--- src/rtl/core/pr_pkg.sv ---
// ============================================================================
// pr_pkg: shared types and constants for the PageRank iteration block
// Fixed-point widths, beat structures and saturation helpers.
// ============================================================================
package pr_pkg;

    // Problem size and fixed-point format.
    localparam int NODES     = 4;
    localparam int FRAC_BITS = 15;

    // Field widths of the command and result beats.
    localparam int OP_W    = 1;
    localparam int POS_W   = 2;
    localparam int ENTRY_W = 16;
    localparam int ITER_W  = 8;
    localparam int RANK_W  = 16;
    localparam int ALPHA_W = 16;

    // Internal widths.
    localparam int NODE_W  = $clog2(NODES);
    localparam int MAT_AW  = $clog2(NODES * NODES);
    localparam int ONE_W   = FRAC_BITS + 1;
    localparam int D_W     = FRAC_BITS + 2;
    localparam int V_W     = FRAC_BITS + 3;
    localparam int PROD_W  = D_W + V_W;
    localparam int ACC_W   = PROD_W + NODE_W;
    localparam int Y_W     = ACC_W + 1 - FRAC_BITS;
    localparam int S_W     = Y_W + NODE_W;
    localparam int Q_W     = ONE_W;
    localparam int NUM_W   = ((Y_W + FRAC_BITS) > S_W ? (Y_W + FRAC_BITS) : S_W) + 1;
    localparam int ECMP_W  = ENTRY_W > ONE_W ? ENTRY_W : ONE_W;
    localparam int ACMP_W  = ALPHA_W > ONE_W ? ALPHA_W : ONE_W;

    localparam logic [ONE_W-1:0]     ONE  = ONE_W'(1) << FRAC_BITS;
    localparam logic [FRAC_BITS-1:0] HALF = FRAC_BITS'(1) << (FRAC_BITS - 1);

    localparam logic [ALPHA_W-1:0] ALPHA_RESET = ALPHA_W'(3277);

    // Command operation codes.
    localparam logic [OP_W-1:0] OP_LOAD = 1'b0;
    localparam logic [OP_W-1:0] OP_RUN  = 1'b1;

    typedef struct packed {
        logic [OP_W-1:0]    operation;
        logic [POS_W-1:0]   row;
        logic [POS_W-1:0]   col;
        logic [ENTRY_W-1:0] entry_value;
        logic [ITER_W-1:0]  iterations;
    } pr_in_t;

    typedef struct packed {
        logic [POS_W-1:0]  node_index;
        logic [RANK_W-1:0] rank;
        logic              last;
        logic              zero_sum;
    } pr_out_t;

    // Clamp a loaded link weight to 1.0.
    function automatic logic [ONE_W-1:0] sat_entry(input logic [ENTRY_W-1:0] val);
        logic [ONE_W-1:0] res;
        if (ECMP_W'(val) > ECMP_W'(ONE))
            res = ONE;
        else
            res = ONE_W'(val);
        return res;
    endfunction

    // Clamp the damping weight to 1.0.
    function automatic logic [ONE_W-1:0] sat_alpha(input logic [ALPHA_W-1:0] val);
        logic [ONE_W-1:0] res;
        if (ACMP_W'(val) > ACMP_W'(ONE))
            res = ONE;
        else
            res = ONE_W'(val);
        return res;
    endfunction

endpackage

--- src/rtl/core/pr_div.sv ---
// ============================================================================
// pr_div: restoring divider for rank normalization
// Produces one quotient bit per cycle; the quotient must fit in Q_W bits.
// ============================================================================
module pr_div (
    input  logic                     clk,
    input  logic                     rst_n,
    input  logic                     start,
    input  logic [pr_pkg::NUM_W-1:0] numerator,
    input  logic [pr_pkg::S_W-1:0]   divisor,
    output logic                     done,
    output logic [pr_pkg::Q_W-1:0]   quotient
);
    import pr_pkg::*;

    localparam int CNT_W = $clog2(Q_W + 1);

    typedef enum logic {
        DIV_IDLE,
        DIV_RUN
    } div_state_t;

    div_state_t        state_reg;
    logic [CNT_W-1:0]  cnt_reg;
    logic              done_reg;
    logic [S_W-1:0]    rem_reg;
    logic [S_W-1:0]    den_reg;
    logic [Q_W-1:0]    low_reg;
    logic [Q_W-1:0]    q_reg;

    logic [S_W:0]      trial;
    logic              fits;
    logic [S_W:0]      diff;
    logic [S_W-1:0]    rem_next;

    // One shift-and-subtract step.
    always_comb
    begin
        trial    = {rem_reg, low_reg[Q_W-1]};
        fits     = trial >= {1'b0, den_reg};
        diff     = trial - {1'b0, den_reg};
        rem_next = fits ? diff[S_W-1:0] : trial[S_W-1:0];
    end

    // Sequencer: load, then Q_W steps, then a done strobe.
    always_ff @(posedge clk or negedge rst_n)
    begin
        if (!rst_n)
        begin
            state_reg <= DIV_IDLE;
            cnt_reg   <= '0;
            done_reg  <= 1'b0;
        end
        else
        begin
            done_reg <= 1'b0;
            unique case (state_reg)
                DIV_IDLE:
                begin
                    if (start)
                    begin
                        cnt_reg   <= CNT_W'(Q_W);
                        state_reg <= DIV_RUN;
                    end
                end
                DIV_RUN:
                begin
                    cnt_reg <= cnt_reg - CNT_W'(1);
                    if (cnt_reg == CNT_W'(1))
                    begin
                        done_reg  <= 1'b1;
                        state_reg <= DIV_IDLE;
                    end
                end
                default:
                begin
                    state_reg <= DIV_IDLE;
                end
            endcase
        end
    end

    // Datapath registers. The upper part of the numerator is already below
    // the divisor because the quotient fits in Q_W bits.
    always_ff @(posedge clk)
    begin
        if (state_reg == DIV_IDLE && start)
        begin
            rem_reg <= S_W'(numerator >> Q_W);
            low_reg <= numerator[Q_W-1:0];
            den_reg <= divisor;
            q_reg   <= '0;
        end
        else if (state_reg == DIV_RUN)
        begin
            rem_reg <= rem_next;
            low_reg <= {low_reg[Q_W-2:0], 1'b0};
            q_reg   <= {q_reg[Q_W-2:0], fits};
        end
    end

    assign done     = done_reg;
    assign quotient = q_reg;

endmodule

--- src/rtl/core/pagerank_power_iteration.sv ---
// ============================================================================
// pagerank_power_iteration: PageRank power iteration on a small link matrix
// Loads matrix entries, then runs damped, L1-normalized iteration rounds.
// ============================================================================
// Usage:
// A command beat is taken at a clock edge with start high and busy low.
// A load beat (operation 0) writes one matrix entry, so loads can follow
// each other every cycle while the block is idle. A run beat (operation 1)
// raises busy while it iterates and while it issues the ranks on result,
// one beat per cycle, each marked by a one-cycle result_valid, the final
// beat with last set. The receiver cannot stall the results.
// Each round steps through a damping multiply, a damping add, a vector
// multiply and an accumulate for every matrix entry on the single shared
// multiplier, closes each row, checks the sum once and then runs the
// bit-serial divider once per node. A round whose sum is zero skips the
// divider.
// The damping register is written through cfg_valid/cfg_ready while the
// block is idle. Reset clears the matrix to zero and sets alpha to 3277.
// ============================================================================
module pagerank_power_iteration (
    input  logic                       clk,
    input  logic                       rst_n,
    input  logic                       start,
    output logic                       busy,
    input  pr_pkg::pr_in_t             cmd,
    output logic                       result_valid,
    output pr_pkg::pr_out_t            result,
    input  logic                       cfg_valid,
    output logic                       cfg_ready,
    input  logic [pr_pkg::ALPHA_W-1:0] cfg_data
);
    import pr_pkg::*;

    typedef enum logic [3:0] {
        S_IDLE,
        S_MUL_D,
        S_ADD_D,
        S_MUL_V,
        S_ACC,
        S_ROW_END,
        S_CHECK,
        S_DIV_START,
        S_DIV_WAIT,
        S_NEXT,
        S_EMIT
    } state_t;

    localparam logic [NODE_W-1:0] LAST_NODE = NODE_W'(NODES - 1);

    state_t              state_reg;
    logic [NODE_W-1:0]   i_reg;
    logic [NODE_W-1:0]   j_reg;
    logic [ITER_W-1:0]   iter_reg;
    logic                zero_reg;
    logic                result_valid_reg;
    pr_out_t             result_reg;
    logic [PROD_W-1:0]   prod_reg;
    logic [D_W-1:0]      d_reg;
    logic [ACC_W-1:0]    acc_reg;
    logic [S_W-1:0]      s_reg;
    logic [Y_W-1:0]      y_reg [NODES];
    logic [V_W-1:0]      v_reg [NODES];
    logic [ONE_W-1:0]    mat_reg [NODES*NODES];
    logic [ALPHA_W-1:0]  alpha_reg;

    logic                accept;
    logic [MAT_AW-1:0]   load_idx;
    logic [MAT_AW-1:0]   mat_idx;
    logic [ONE_W-1:0]    alpha_sat;
    logic [ONE_W-1:0]    one_minus_a;
    logic [ONE_W-1:0]    tele;
    logic [D_W-1:0]      mul_a;
    logic [V_W-1:0]      mul_b;
    logic [PROD_W-1:0]   mul_result;
    logic [D_W-1:0]      d_next;
    logic [Y_W-1:0]      y_next;
    logic [ONE_W-1:0]    v_sat;
    logic [NUM_W-1:0]    div_num;
    logic                div_start;
    logic                div_done;
    logic [Q_W-1:0]      div_q;

    assign busy      = (state_reg != S_IDLE);
    assign cfg_ready = (state_reg == S_IDLE);
    assign accept    = start && !busy;

    // Damping terms shared by every matrix entry.
    always_comb
    begin
        alpha_sat   = sat_alpha(alpha_reg);
        one_minus_a = ONE - alpha_sat;
        tele        = ONE_W'(({1'b0, alpha_sat} + (ONE_W + 1)'(NODES / 2)) / NODES);
    end

    // Shared multiplier: first the damping product, then the vector product.
    always_comb
    begin
        mat_idx = MAT_AW'(int'(i_reg) * NODES + int'(j_reg));
        if (state_reg == S_MUL_V)
        begin
            mul_a = d_reg;
            mul_b = v_reg[j_reg];
        end
        else
        begin
            mul_a = D_W'(one_minus_a);
            mul_b = V_W'(mat_reg[mat_idx]);
        end
        mul_result = PROD_W'(mul_a) * PROD_W'(mul_b);
    end

    // Rounding of the damped entry and of the row sum.
    always_comb
    begin
        d_next = D_W'((prod_reg + PROD_W'(HALF)) >> FRAC_BITS) + D_W'(tele);
        y_next = Y_W'(({1'b0, acc_reg} + (ACC_W + 1)'(HALF)) >> FRAC_BITS);
        v_sat  = (v_reg[i_reg] > V_W'(ONE)) ? ONE : ONE_W'(v_reg[i_reg]);
    end

    // Normalization divide: (y * ONE + s/2) / s.
    assign div_num   = (NUM_W'(y_reg[i_reg]) << FRAC_BITS) + NUM_W'(s_reg >> 1);
    assign div_start = (state_reg == S_DIV_START);

    pr_div u_div (
        .clk       (clk),
        .rst_n     (rst_n),
        .start     (div_start),
        .numerator (div_num),
        .divisor   (s_reg),
        .done      (div_done),
        .quotient  (div_q)
    );

    // Damping weight register.
    always_ff @(posedge clk or negedge rst_n)
    begin
        if (!rst_n)
            alpha_reg <= ALPHA_RESET;
        else if (cfg_valid && cfg_ready)
            alpha_reg <= cfg_data;
    end

    // Link matrix store, written by load beats.
    assign load_idx = MAT_AW'(int'(cmd.row) * NODES + int'(cmd.col));

    always_ff @(posedge clk or negedge rst_n)
    begin
        if (!rst_n)
        begin
            for (int k = 0; k < NODES * NODES; k++)
                mat_reg[k] <= '0;
        end
        else if (accept && cmd.operation == OP_LOAD &&
                 int'(cmd.row) < NODES && int'(cmd.col) < NODES)
        begin
            mat_reg[load_idx] <= sat_entry(cmd.entry_value);
        end
    end

    // Iteration sequencer with its datapath and result registers.
    always_ff @(posedge clk or negedge rst_n)
    begin
        if (!rst_n)
        begin
            state_reg        <= S_IDLE;
            i_reg            <= '0;
            j_reg            <= '0;
            iter_reg         <= '0;
            zero_reg         <= 1'b0;
            result_valid_reg <= 1'b0;
            result_reg       <= '0;
            prod_reg         <= '0;
            d_reg            <= '0;
            acc_reg          <= '0;
            s_reg            <= '0;
            for (int k = 0; k < NODES; k++)
            begin
                y_reg[k] <= '0;
                v_reg[k] <= '0;
            end
        end
        else
        begin
            result_valid_reg <= 1'b0;
            unique case (state_reg)
                S_IDLE:
                begin
                    if (accept && cmd.operation == OP_RUN)
                    begin
                        for (int k = 0; k < NODES; k++)
                            v_reg[k] <= V_W'(ONE);
                        zero_reg  <= 1'b0;
                        iter_reg  <= cmd.iterations;
                        i_reg     <= '0;
                        j_reg     <= '0;
                        acc_reg   <= '0;
                        s_reg     <= '0;
                        state_reg <= (cmd.iterations == '0) ? S_EMIT : S_MUL_D;
                    end
                end
                S_MUL_D:
                begin
                    prod_reg  <= mul_result;
                    state_reg <= S_ADD_D;
                end
                S_ADD_D:
                begin
                    d_reg     <= d_next;
                    state_reg <= S_MUL_V;
                end
                S_MUL_V:
                begin
                    prod_reg  <= mul_result;
                    state_reg <= S_ACC;
                end
                S_ACC:
                begin
                    acc_reg <= acc_reg + ACC_W'(prod_reg);
                    if (j_reg == LAST_NODE)
                    begin
                        j_reg     <= '0;
                        state_reg <= S_ROW_END;
                    end
                    else
                    begin
                        j_reg     <= j_reg + NODE_W'(1);
                        state_reg <= S_MUL_D;
                    end
                end
                S_ROW_END:
                begin
                    y_reg[i_reg] <= y_next;
                    s_reg        <= s_reg + S_W'(y_next);
                    acc_reg      <= '0;
                    if (i_reg == LAST_NODE)
                    begin
                        i_reg     <= '0;
                        state_reg <= S_CHECK;
                    end
                    else
                    begin
                        i_reg     <= i_reg + NODE_W'(1);
                        state_reg <= S_MUL_D;
                    end
                end
                S_CHECK:
                begin
                    // An all-zero product cannot be normalized.
                    if (s_reg == '0)
                    begin
                        zero_reg <= 1'b1;
                        for (int k = 0; k < NODES; k++)
                            v_reg[k] <= '0;
                        state_reg <= S_NEXT;
                    end
                    else
                    begin
                        state_reg <= S_DIV_START;
                    end
                end
                S_DIV_START:
                begin
                    state_reg <= S_DIV_WAIT;
                end
                S_DIV_WAIT:
                begin
                    if (div_done)
                    begin
                        v_reg[i_reg] <= V_W'(div_q);
                        if (i_reg == LAST_NODE)
                        begin
                            i_reg     <= '0;
                            state_reg <= S_NEXT;
                        end
                        else
                        begin
                            i_reg     <= i_reg + NODE_W'(1);
                            state_reg <= S_DIV_START;
                        end
                    end
                end
                S_NEXT:
                begin
                    i_reg   <= '0;
                    j_reg   <= '0;
                    acc_reg <= '0;
                    s_reg   <= '0;
                    if (iter_reg == ITER_W'(1))
                    begin
                        state_reg <= S_EMIT;
                    end
                    else
                    begin
                        iter_reg  <= iter_reg - ITER_W'(1);
                        state_reg <= S_MUL_D;
                    end
                end
                S_EMIT:
                begin
                    result_valid_reg      <= 1'b1;
                    result_reg.node_index <= POS_W'(i_reg);
                    result_reg.rank       <= RANK_W'(v_sat);
                    result_reg.last       <= (i_reg == LAST_NODE);
                    result_reg.zero_sum   <= zero_reg;
                    if (i_reg == LAST_NODE)
                    begin
                        i_reg     <= '0;
                        state_reg <= S_IDLE;
                    end
                    else
                    begin
                        i_reg <= i_reg + NODE_W'(1);
                    end
                end
                default:
                begin
                    state_reg <= S_IDLE;
                end
            endcase
        end
    end

    assign result_valid = result_valid_reg;
    assign result       = result_reg;

    // A result beat only follows an emit cycle.
    ap_beat_from_emit: assert property (@(posedge clk) disable iff (!rst_n)
        result_valid_reg |-> $past(state_reg) == S_EMIT)
        else $error("result beat without an emit cycle");

    // The last flag marks the highest node only.
    ap_last_node: assert property (@(posedge clk) disable iff (!rst_n)
        result_valid_reg && result_reg.last |->
            result_reg.node_index == POS_W'(NODES - 1))
        else $error("last flag on a node other than the final one");

    // The divider reports completion only while the sequencer waits for it.
    ap_div_done: assert property (@(posedge clk) disable iff (!rst_n)
        div_done |-> state_reg == S_DIV_WAIT)
        else $error("divider done outside the wait state");

    // A zero sum over all rows sets the zero-sum flag.
    ap_zero_flag: assert property (@(posedge clk) disable iff (!rst_n)
        state_reg == S_CHECK && s_reg == '0 |=> zero_reg)
        else $error("zero sum not flagged");

endmodule
--- config.mk ---
export PLATFORM = sky130hd
export DESIGN_NAME = pagerank_power_iteration
export DESIGN_NICKNAME = d
export VERILOG_FILES = /design/src/rtl/core/pr_pkg.sv /design/src/rtl/core/pr_div.sv /design/src/rtl/core/pagerank_power_iteration.sv
export SDC_FILE = /design/constraint.sdc
export NUM_CORES = 2
export LEC_CHECK = 0
export BUFFER_PORTS_ARGS = -buffer_cell sky130_fd_sc_hd__buf_4
export CORE_ASPECT_RATIO = 2
export CORE_MARGIN = 2
export CORE_UTILIZATION = 54
export DETAILED_ROUTE_END_ITERATION = 6
export GPL_ROUTABILITY_DRIVEN = 0
export MAX_ROUTING_LAYER = met4
export PLACE_DENSITY = 0.7
export SETUP_SLACK_MARGIN = 0.02
export SLEW_MARGIN = 15
export SYNTH_ARGS = -nofsm -noshare
export SYNTH_HDL_FRONTEND = slang
export SYNTH_SLANG_ARGS = --single-unit
--- constraint.sdc ---
create_clock -name clk -period 8.95 [get_ports clk]
set_clock_uncertainty 0.2 [all_clocks]
set_input_delay 0.4475 -clock clk [delete_from_list [all_inputs] [get_ports clk]]
set_output_delay 0.4475 -clock clk [all_outputs]
set_load 0.02 [all_outputs]
Word level (Yosys, flattened, before mapping):

Cells that the tools add are included.

* ROM bits: 0
* memory bits (writable): 0
* output and inout port bits: 23
* bits in registers: 677
* bits in latches: 0
* input port bits: 49
* memories: 0

* eq/ne operators: 20
* add/sub/neg operators: 15
* multiply operators: 1
* shifts and indexed selects: 0
* bitwise logic cells: 6
* mux-type cells: 70
* reduce and logical (&&, ||, !) cells: 31
* divide/modulo/power cells: 0
* order comparisons: 10

Operator list (count)
* $bwmux W256: 1
* $mux W72: 3
* $pmux W72 S3: 1
* $mux W16: 9
* $mux W23: 5
* $pmux W37 S3: 1
* $mux W18: 6
* $bwmux W92: 1
* $pmux W25 S3: 1
* $bmux W18 S2: 2
* $bwmux W72: 1
* $bmux W16 S4: 1
* $demux W16 S4: 1
* $mux W25: 2
* $bmux W23 S2: 1
* $demux W23 S2: 1
* $pmux W4 S11: 1
* $add A38 B24 Y39: 1
* $add A37 B15 Y38 const B: 1
* $add A37 B35 Y37: 1
* $mux W37: 1
* $demux W18 S2: 1
* $mul A17 B18 Y35: 1
* $add A32 B15 Y32 const B: 1
* other kinds (52): 108

Depth between registers and ports, before layout:

* depth in word-level cells: 8
* gate-level depth with buffers: 33
* mapped depth without buffers: 29

Hierarchy:

From an unflattened synthesis, not the netlist that was laid out.

* cells, all modules: 4705
* area total of the unflattened synthesis: 45617.5 um2

Modules (own cells, without submodules)
* pagerank_power_iteration: instances 1, area an instance 40716.6 um2, seq. area each 14722.9 um2, cells an instance 4205
* pr_div: instances 1, area an instance 4901.0 um2, seq. area each 2457.4 um2, cells an instance 500

Least setup slack after synthesis:

OpenSTA, ideal clock, no wires.

* path type: reg2reg
* from: reg alpha_reg[15]
* to: reg prod_reg[30]
* setup slack: 0.980 ns
* stages on the path, launching flop included: 32
* buffers on the path: 5
* arrival: 7.638 ns
* path through: dfrtp_1 -> clkbuf_1 -> inv_1 -> clkbuf_1 -> nand2_1 -> ha_1 -> clkbuf_1 -> o21ai_0 -> nor4_1 -> o21ai_0 -> a31oi_1 -> buf_2 -> nand2_1 -> fa_1 -> inv_1 -> fa_1 -> fa_1 -> fa_1 -> fa_1 -> inv_1 -> fa_1 -> inv_1 -> ha_1 -> clkbuf_1 -> a21oi_1 -> o21ai_0 -> nor4_1 -> o21ai_0 -> a41o_1 -> a21boi_0 -> nor4b_1 -> or3_1

* word-level cells in the longest chain between the ends: 5

Ends and longest elaborated chain
* start: declaration: line pagerank_power_iteration.sv:64 `logic [ALPHA_W-1:0] alpha_reg;`
* start signal: assignment: line pagerank_power_iteration.sv:140 `alpha_reg <= cfg_data;`
* $gt A16 B16 Y1: line pr_pkg.sv:71 `if (ACMP_W'(val) > ACMP_W'(ONE))`
* $mux W16 (*): line pr_pkg.sv:71
* $sub A16 B16 Y16 (*): line pagerank_power_iteration.sv:91 `one_minus_a = ONE - alpha_sat;`
* $mux W17 (*): line pagerank_power_iteration.sv:99 `if (state_reg == S_MUL_V)`
* $mul A17 B18 Y35 (*): line pagerank_power_iteration.sv:109 `mul_result = PROD_W'(mul_a) * PROD_W'(mul_b);`
* end signal: assignment: line pagerank_power_iteration.sv:203 `prod_reg <= mul_result;`
* end signal: assignment: line pagerank_power_iteration.sv:213 `prod_reg <= mul_result;`
* end: declaration: line pagerank_power_iteration.sv:57 `logic [PROD_W-1:0] prod_reg;`

Every way passes the cells marked *; elsewhere a longest branch is shown, timed or not.
A chain may end at the register's enable or synchronous reset.

Worst setup path after layout:

* from: reg j_reg[0]
* to: reg prod_reg[29]

* word-level cells in the longest chain between the ends: 7
* elaborated cells between the ends (all ways): 11

Ends and longest elaborated chain
* start: declaration: line pagerank_power_iteration.sv:52 `logic [NODE_W-1:0] j_reg;`
* start signal: assignment: line pagerank_power_iteration.sv:226 `j_reg <= j_reg + NODE_W'(1);`
* $add A4 B2 Y4: line pagerank_power_iteration.sv:98 `mat_idx = MAT_AW'(int'(i_reg) * NODES + int'(j_reg));`
* $not A4 Y5 (not written as such): line pagerank_power_iteration.sv:107 `mul_b = V_W'(mat_reg[mat_idx]);`
* $bmux W16 S4: line pagerank_power_iteration.sv:107
* $mux W16 (not written as such) (2 in a row): line pagerank_power_iteration.sv:107
* $mux W18 (*): line pagerank_power_iteration.sv:99
* $mul A17 B18 Y35 (*): line pagerank_power_iteration.sv:109

Every way passes the cells marked *; elsewhere a longest branch is shown, timed or not. The select of a mux whose other input is x is not followed.

==> key figures <==
Pwr
  • P_int: 9.13 mW
  • Clock power share: 15.4%
  • NetSw: 8.34 mW
  • Combinational group share of total power: 57.6%
  • VDD IR max: 0.000285 V
  • Pwr dens: 348 nW/um^2
  • Sw frac: 47.7%
  • Sequential power share: 27.0%
  • Leakage: 23.6 nW

Floorplanning
  • Core area: 84800 sq um
  • Boundary pin count: 72
  • Total die area: 88200 sq um
  • Die W: 211 microns
  • Row cnt: 151
  • Initial cell density of the core: 54.5%
  • Die height: 418 microns

Finish
  • Register area: 17200 sq um
  • Number of flip-flops in the largest register: 256
  • # nets final: 5299
  • Design area: 50200 sq um
  • Fin util: 59.2%
  • Fill cell count: 7234
  • Footprint of the multi-input gates: 26600 sq um
  • Layout cell share with drive strength beyond 1: 10.4%
  • Area Overhead vs Synth: 8.49%

Synth
  • Syn_area_per_cell: 9.66 sq um
  • Async S/R FF share, synth: 87.9%
  • Cells after Synth: 4790
  • Multiplexer share of the synthesized area: 8.23%
  • Post-synth EDFFs: 64
  • Adder-cell share of the synthesized area: 16.8%
  • Post-synthesis simple-gate area fraction: 14.6%
  • Largest family of logic cells by synthesized area: adder cells
  • Syn nets: 5313
  • Cell area after synthesis: 46300 sq um
  • Yosys cell types: 83
  • Total number of yosys warnings: 0
  • Post-synthesis compound-gate area fraction: 14.3%
  • Synth Area in XOR/XNOR: 3.35%
  • Register area share after synthesis: 37.1%
  • Synth Flop Type: dfrtp_1
  • Synthesized flop and latch total: 677

Timing
  • Fin Setup TNS: 0 ns
  • Slew Viols, Final: 0
  • Fin crit share: 95.2%
  • Final setup vio count: 0
  • Slew headroom: 16.1%
  • Least-Margin Pin Slew: 1.26 ns
  • Worst hold margin: 0.0421 ns
  • RSZ-0062 raised after global routing: no
  • Final WS setup: 0.432 ns
  • Number of hold violations in the final report: 0
  • Tmin final: 8.52 ns
  • Fmax: 117 MHz

Placement
  • # port buffers: 71
  • DP HPWL: 101000 microns
  • Place WS: 0.378 ns
  • Cell Area, Placed: 47900 sq um

Clock network
  • CTS sink count: 677
  • Worst-path clk slew: 0.07 ns
  • CTS buffer count: 59
  • Clock root cell: clkbuf_16
  • Later-pin clock latency in the skew report: 0.69 ns
  • Clk buf depth: 3
  • H-tree Lvls: 2
  • CTS tree: yes

Hold path
  • Worst hold path stage count: 2
  • HP Class: in2reg

Setup path
  • Critical Path AT: 8.84 ns
  • Startpoint class of the critical path: register
  • Crit path required time: 9.27 ns
  • Worst R2R Path Depth: 25
  • Setup crit end kind: register
  • Max FO, Critical Path: 21
  • Setup Crit Path Kind: reg2reg

Detailed routing
  • Metal3 WL: 6520 microns
  • Final ANT Viol Nets: 0
  • Per-cell routed wire length: 23.1 microns
  • DRC errors left: 6
  • DR pass1 iterations: 7
  • Vias/cell: 6.14
  • Met2 routed WL: 71600 microns
  • Vias: 36300
  • M1 WL: 46400 microns
  • DR top layer: met4
  • Routed WL: 136000 microns
  • Starting DRT DRC Count: 2584

Status
  • Violated checks: design-rule violations
  • Status: finished, violations left

GRT
  • All-layer global routing usage: 33.0%
  • GRT overflow: 0
  • Initial antenna violation count: 4
  • Largest net degree at the start of global routing: 160
  • First-pass GRT wire length: 215000 microns
  • Vias in the first global route: 37900

Job
  • Max cap viols: 0
==> placed cells by master, fill, tap and decap left out, types with 42 or more instances in the layout <==
master and n:
nand3_1 79, mux4_2 137, ha_1 229, inv_1 394, a21oi_1 247, clkbuf_16 61
buf_4 168, a22o_1 95, and2_1 98, nand2b_1 42, nor2_1 251, fa_1 244
xnor2_1 92, xor2_1 85, nor3_1 51, nor2b_1 48, dfrtp_1 584, o21ai_0 436
mux2_2 43, nand2_1 769, a21o_1 59, edfxtp_1 64
==> cell usage after synthesis, types with 6 or more instances <==
cell	count	area, sq um
o31a_1	7	61.3
o21ai_0	436	2180
xnor2_1	92	806
o31ai_1	12	90.1
dfxtp_1	18	360
nand2b_1	42	263
o22ai_1	15	93.8
nor2_1	256	961
nor2b_1	48	300
a211oi_1	21	158
a22oi_1	7	52.6
nor3_1	51	255
and2_1	98	613
or2_2	11	68.8
and3_1	40	250
inv_1	396	1490
nand4_1	30	188
mux2_2	43	484
o2111ai_1	6	52.6
dfstp_2	7	184
buf_2	39	195
ha_1	230	2880
or3_1	25	156
nand3_1	82	410
a2111oi_0	6	52.6
a21o_1	60	450
dfrtp_1	588	14700
o21a_1	29	218
o21ai_1	7	35.0
o21bai_1	19	143
nand2_1	770	2890
o211ai_1	13	97.6
xor2_1	85	744
clkbuf_1	221	830
a31oi_1	31	194
and4_1	6	52.6
mux2i_1	24	240
a21oi_1	248	1240
edfxtp_1	64	1920
mux4_2	137	3090
a211o_1	12	105
fa_1	244	4880
a22o_1	95	832
nor4_1	26	163
==> cells by family (layout without fill, tap and decap cells) <==
kind of cell             after synthesis  count (layout)
multiplexers                         204             204
buffers and inverters                670             707
flip-flops                           677             677
AO/OA/AOI/OAI                       1081            1081
adder cells (fa/ha/maj)              475             475
other                                  1               7
XOR/XNOR                             177             177
AND/OR/NAND/NOR                     1505            1505
==> per-layer routing <==
metal  vias to the layer above  global-route usage, %
met2                      1219                   57.6
met4                         0                   23.3
met1                     18100                   33.9
li1                      16400                      -
met3                       567                   4.43
met5                         -                      -
==> path summary, 6_finish.rpt <==
| kind | slack [ns] | from | endpoint |
|---|---|---|---|
| setup reg to reg | 0.43 | j_reg[0] | prod_reg[29] |
| hold reg to reg | 0.27 | mat_reg[20] | mat_reg[20] |
| hold / removal | 0.04 | cmd[23] | mat_reg[143] |
| min in group asynchronous | 0.18 | rst_n | mat_reg[146] |
| setup / recovery | 0.43 | j_reg[0] | prod_reg[29] |
| max in group asynchronous | 6.68 | rst_n | j_reg[0] |
==> worst max-delay path, stage by stage (launching register included) <==
cell      delay, ns
dfrtp_4        0.60
buf_12         0.26
mux4_2         0.52
mux4_2         0.52
nand2_1        0.09
nand2_1        0.38
and2_1         0.32
fa_1           0.48
inv_1          0.05
fa_1           0.58
fa_1           0.46
fa_1           0.50
inv_1          0.10
fa_1           0.55
inv_1          0.06
fa_1           0.56
inv_1          0.06
ha_1           0.36
a21oi_1        0.17
o21ai_0        0.18
a221oi_1       0.38
o21bai_1       0.24
a211o_1        0.31
a21oi_1        0.17
xor2_1         0.16
o21ai_0        0.09
==> metrics by stage <==
stage                     instances  power [mW]
after global routing           5902        18.8
after floorplan                4790        11.4
final                          5904        17.5
after global placement         5756        14.4
after detailed placement       5756        14.6
after CTS                      5893        17.3
==> layout make-up <==
class	count	area share, %
clock inverters	27	0.628
multi-input cells	3443	53.0
flip-flops and latches	677	34.2
well taps	1071	2.67
inverters	397	2.97
diodes	6	0.0299
clock buffers	85	3.32
repair buffers	198	3.18
==> repair_timing <==
item / in CTS / in global routing
resized for setup: 0 / 9
hold buffers: 25 / 0
setup buffers: 0 / 5
endpoints found under the hold margin: 130 / 0
endpoints found under the setup margin: 0 / 5
==> power groups by stage <==
stage	registers, mW	clock network, mW	logic (mW)
3_5_place_dp	4.74	0	9.83
2_1_floorplan	4.35	0	7.09
3_3_place_gp	4.71	0	9.68
6_report	4.71	2.70	10.1
5_1_grt	4.79	2.85	11.2
4_1_cts	4.68	2.74	9.89
Power figures use the tool's default switching activity.
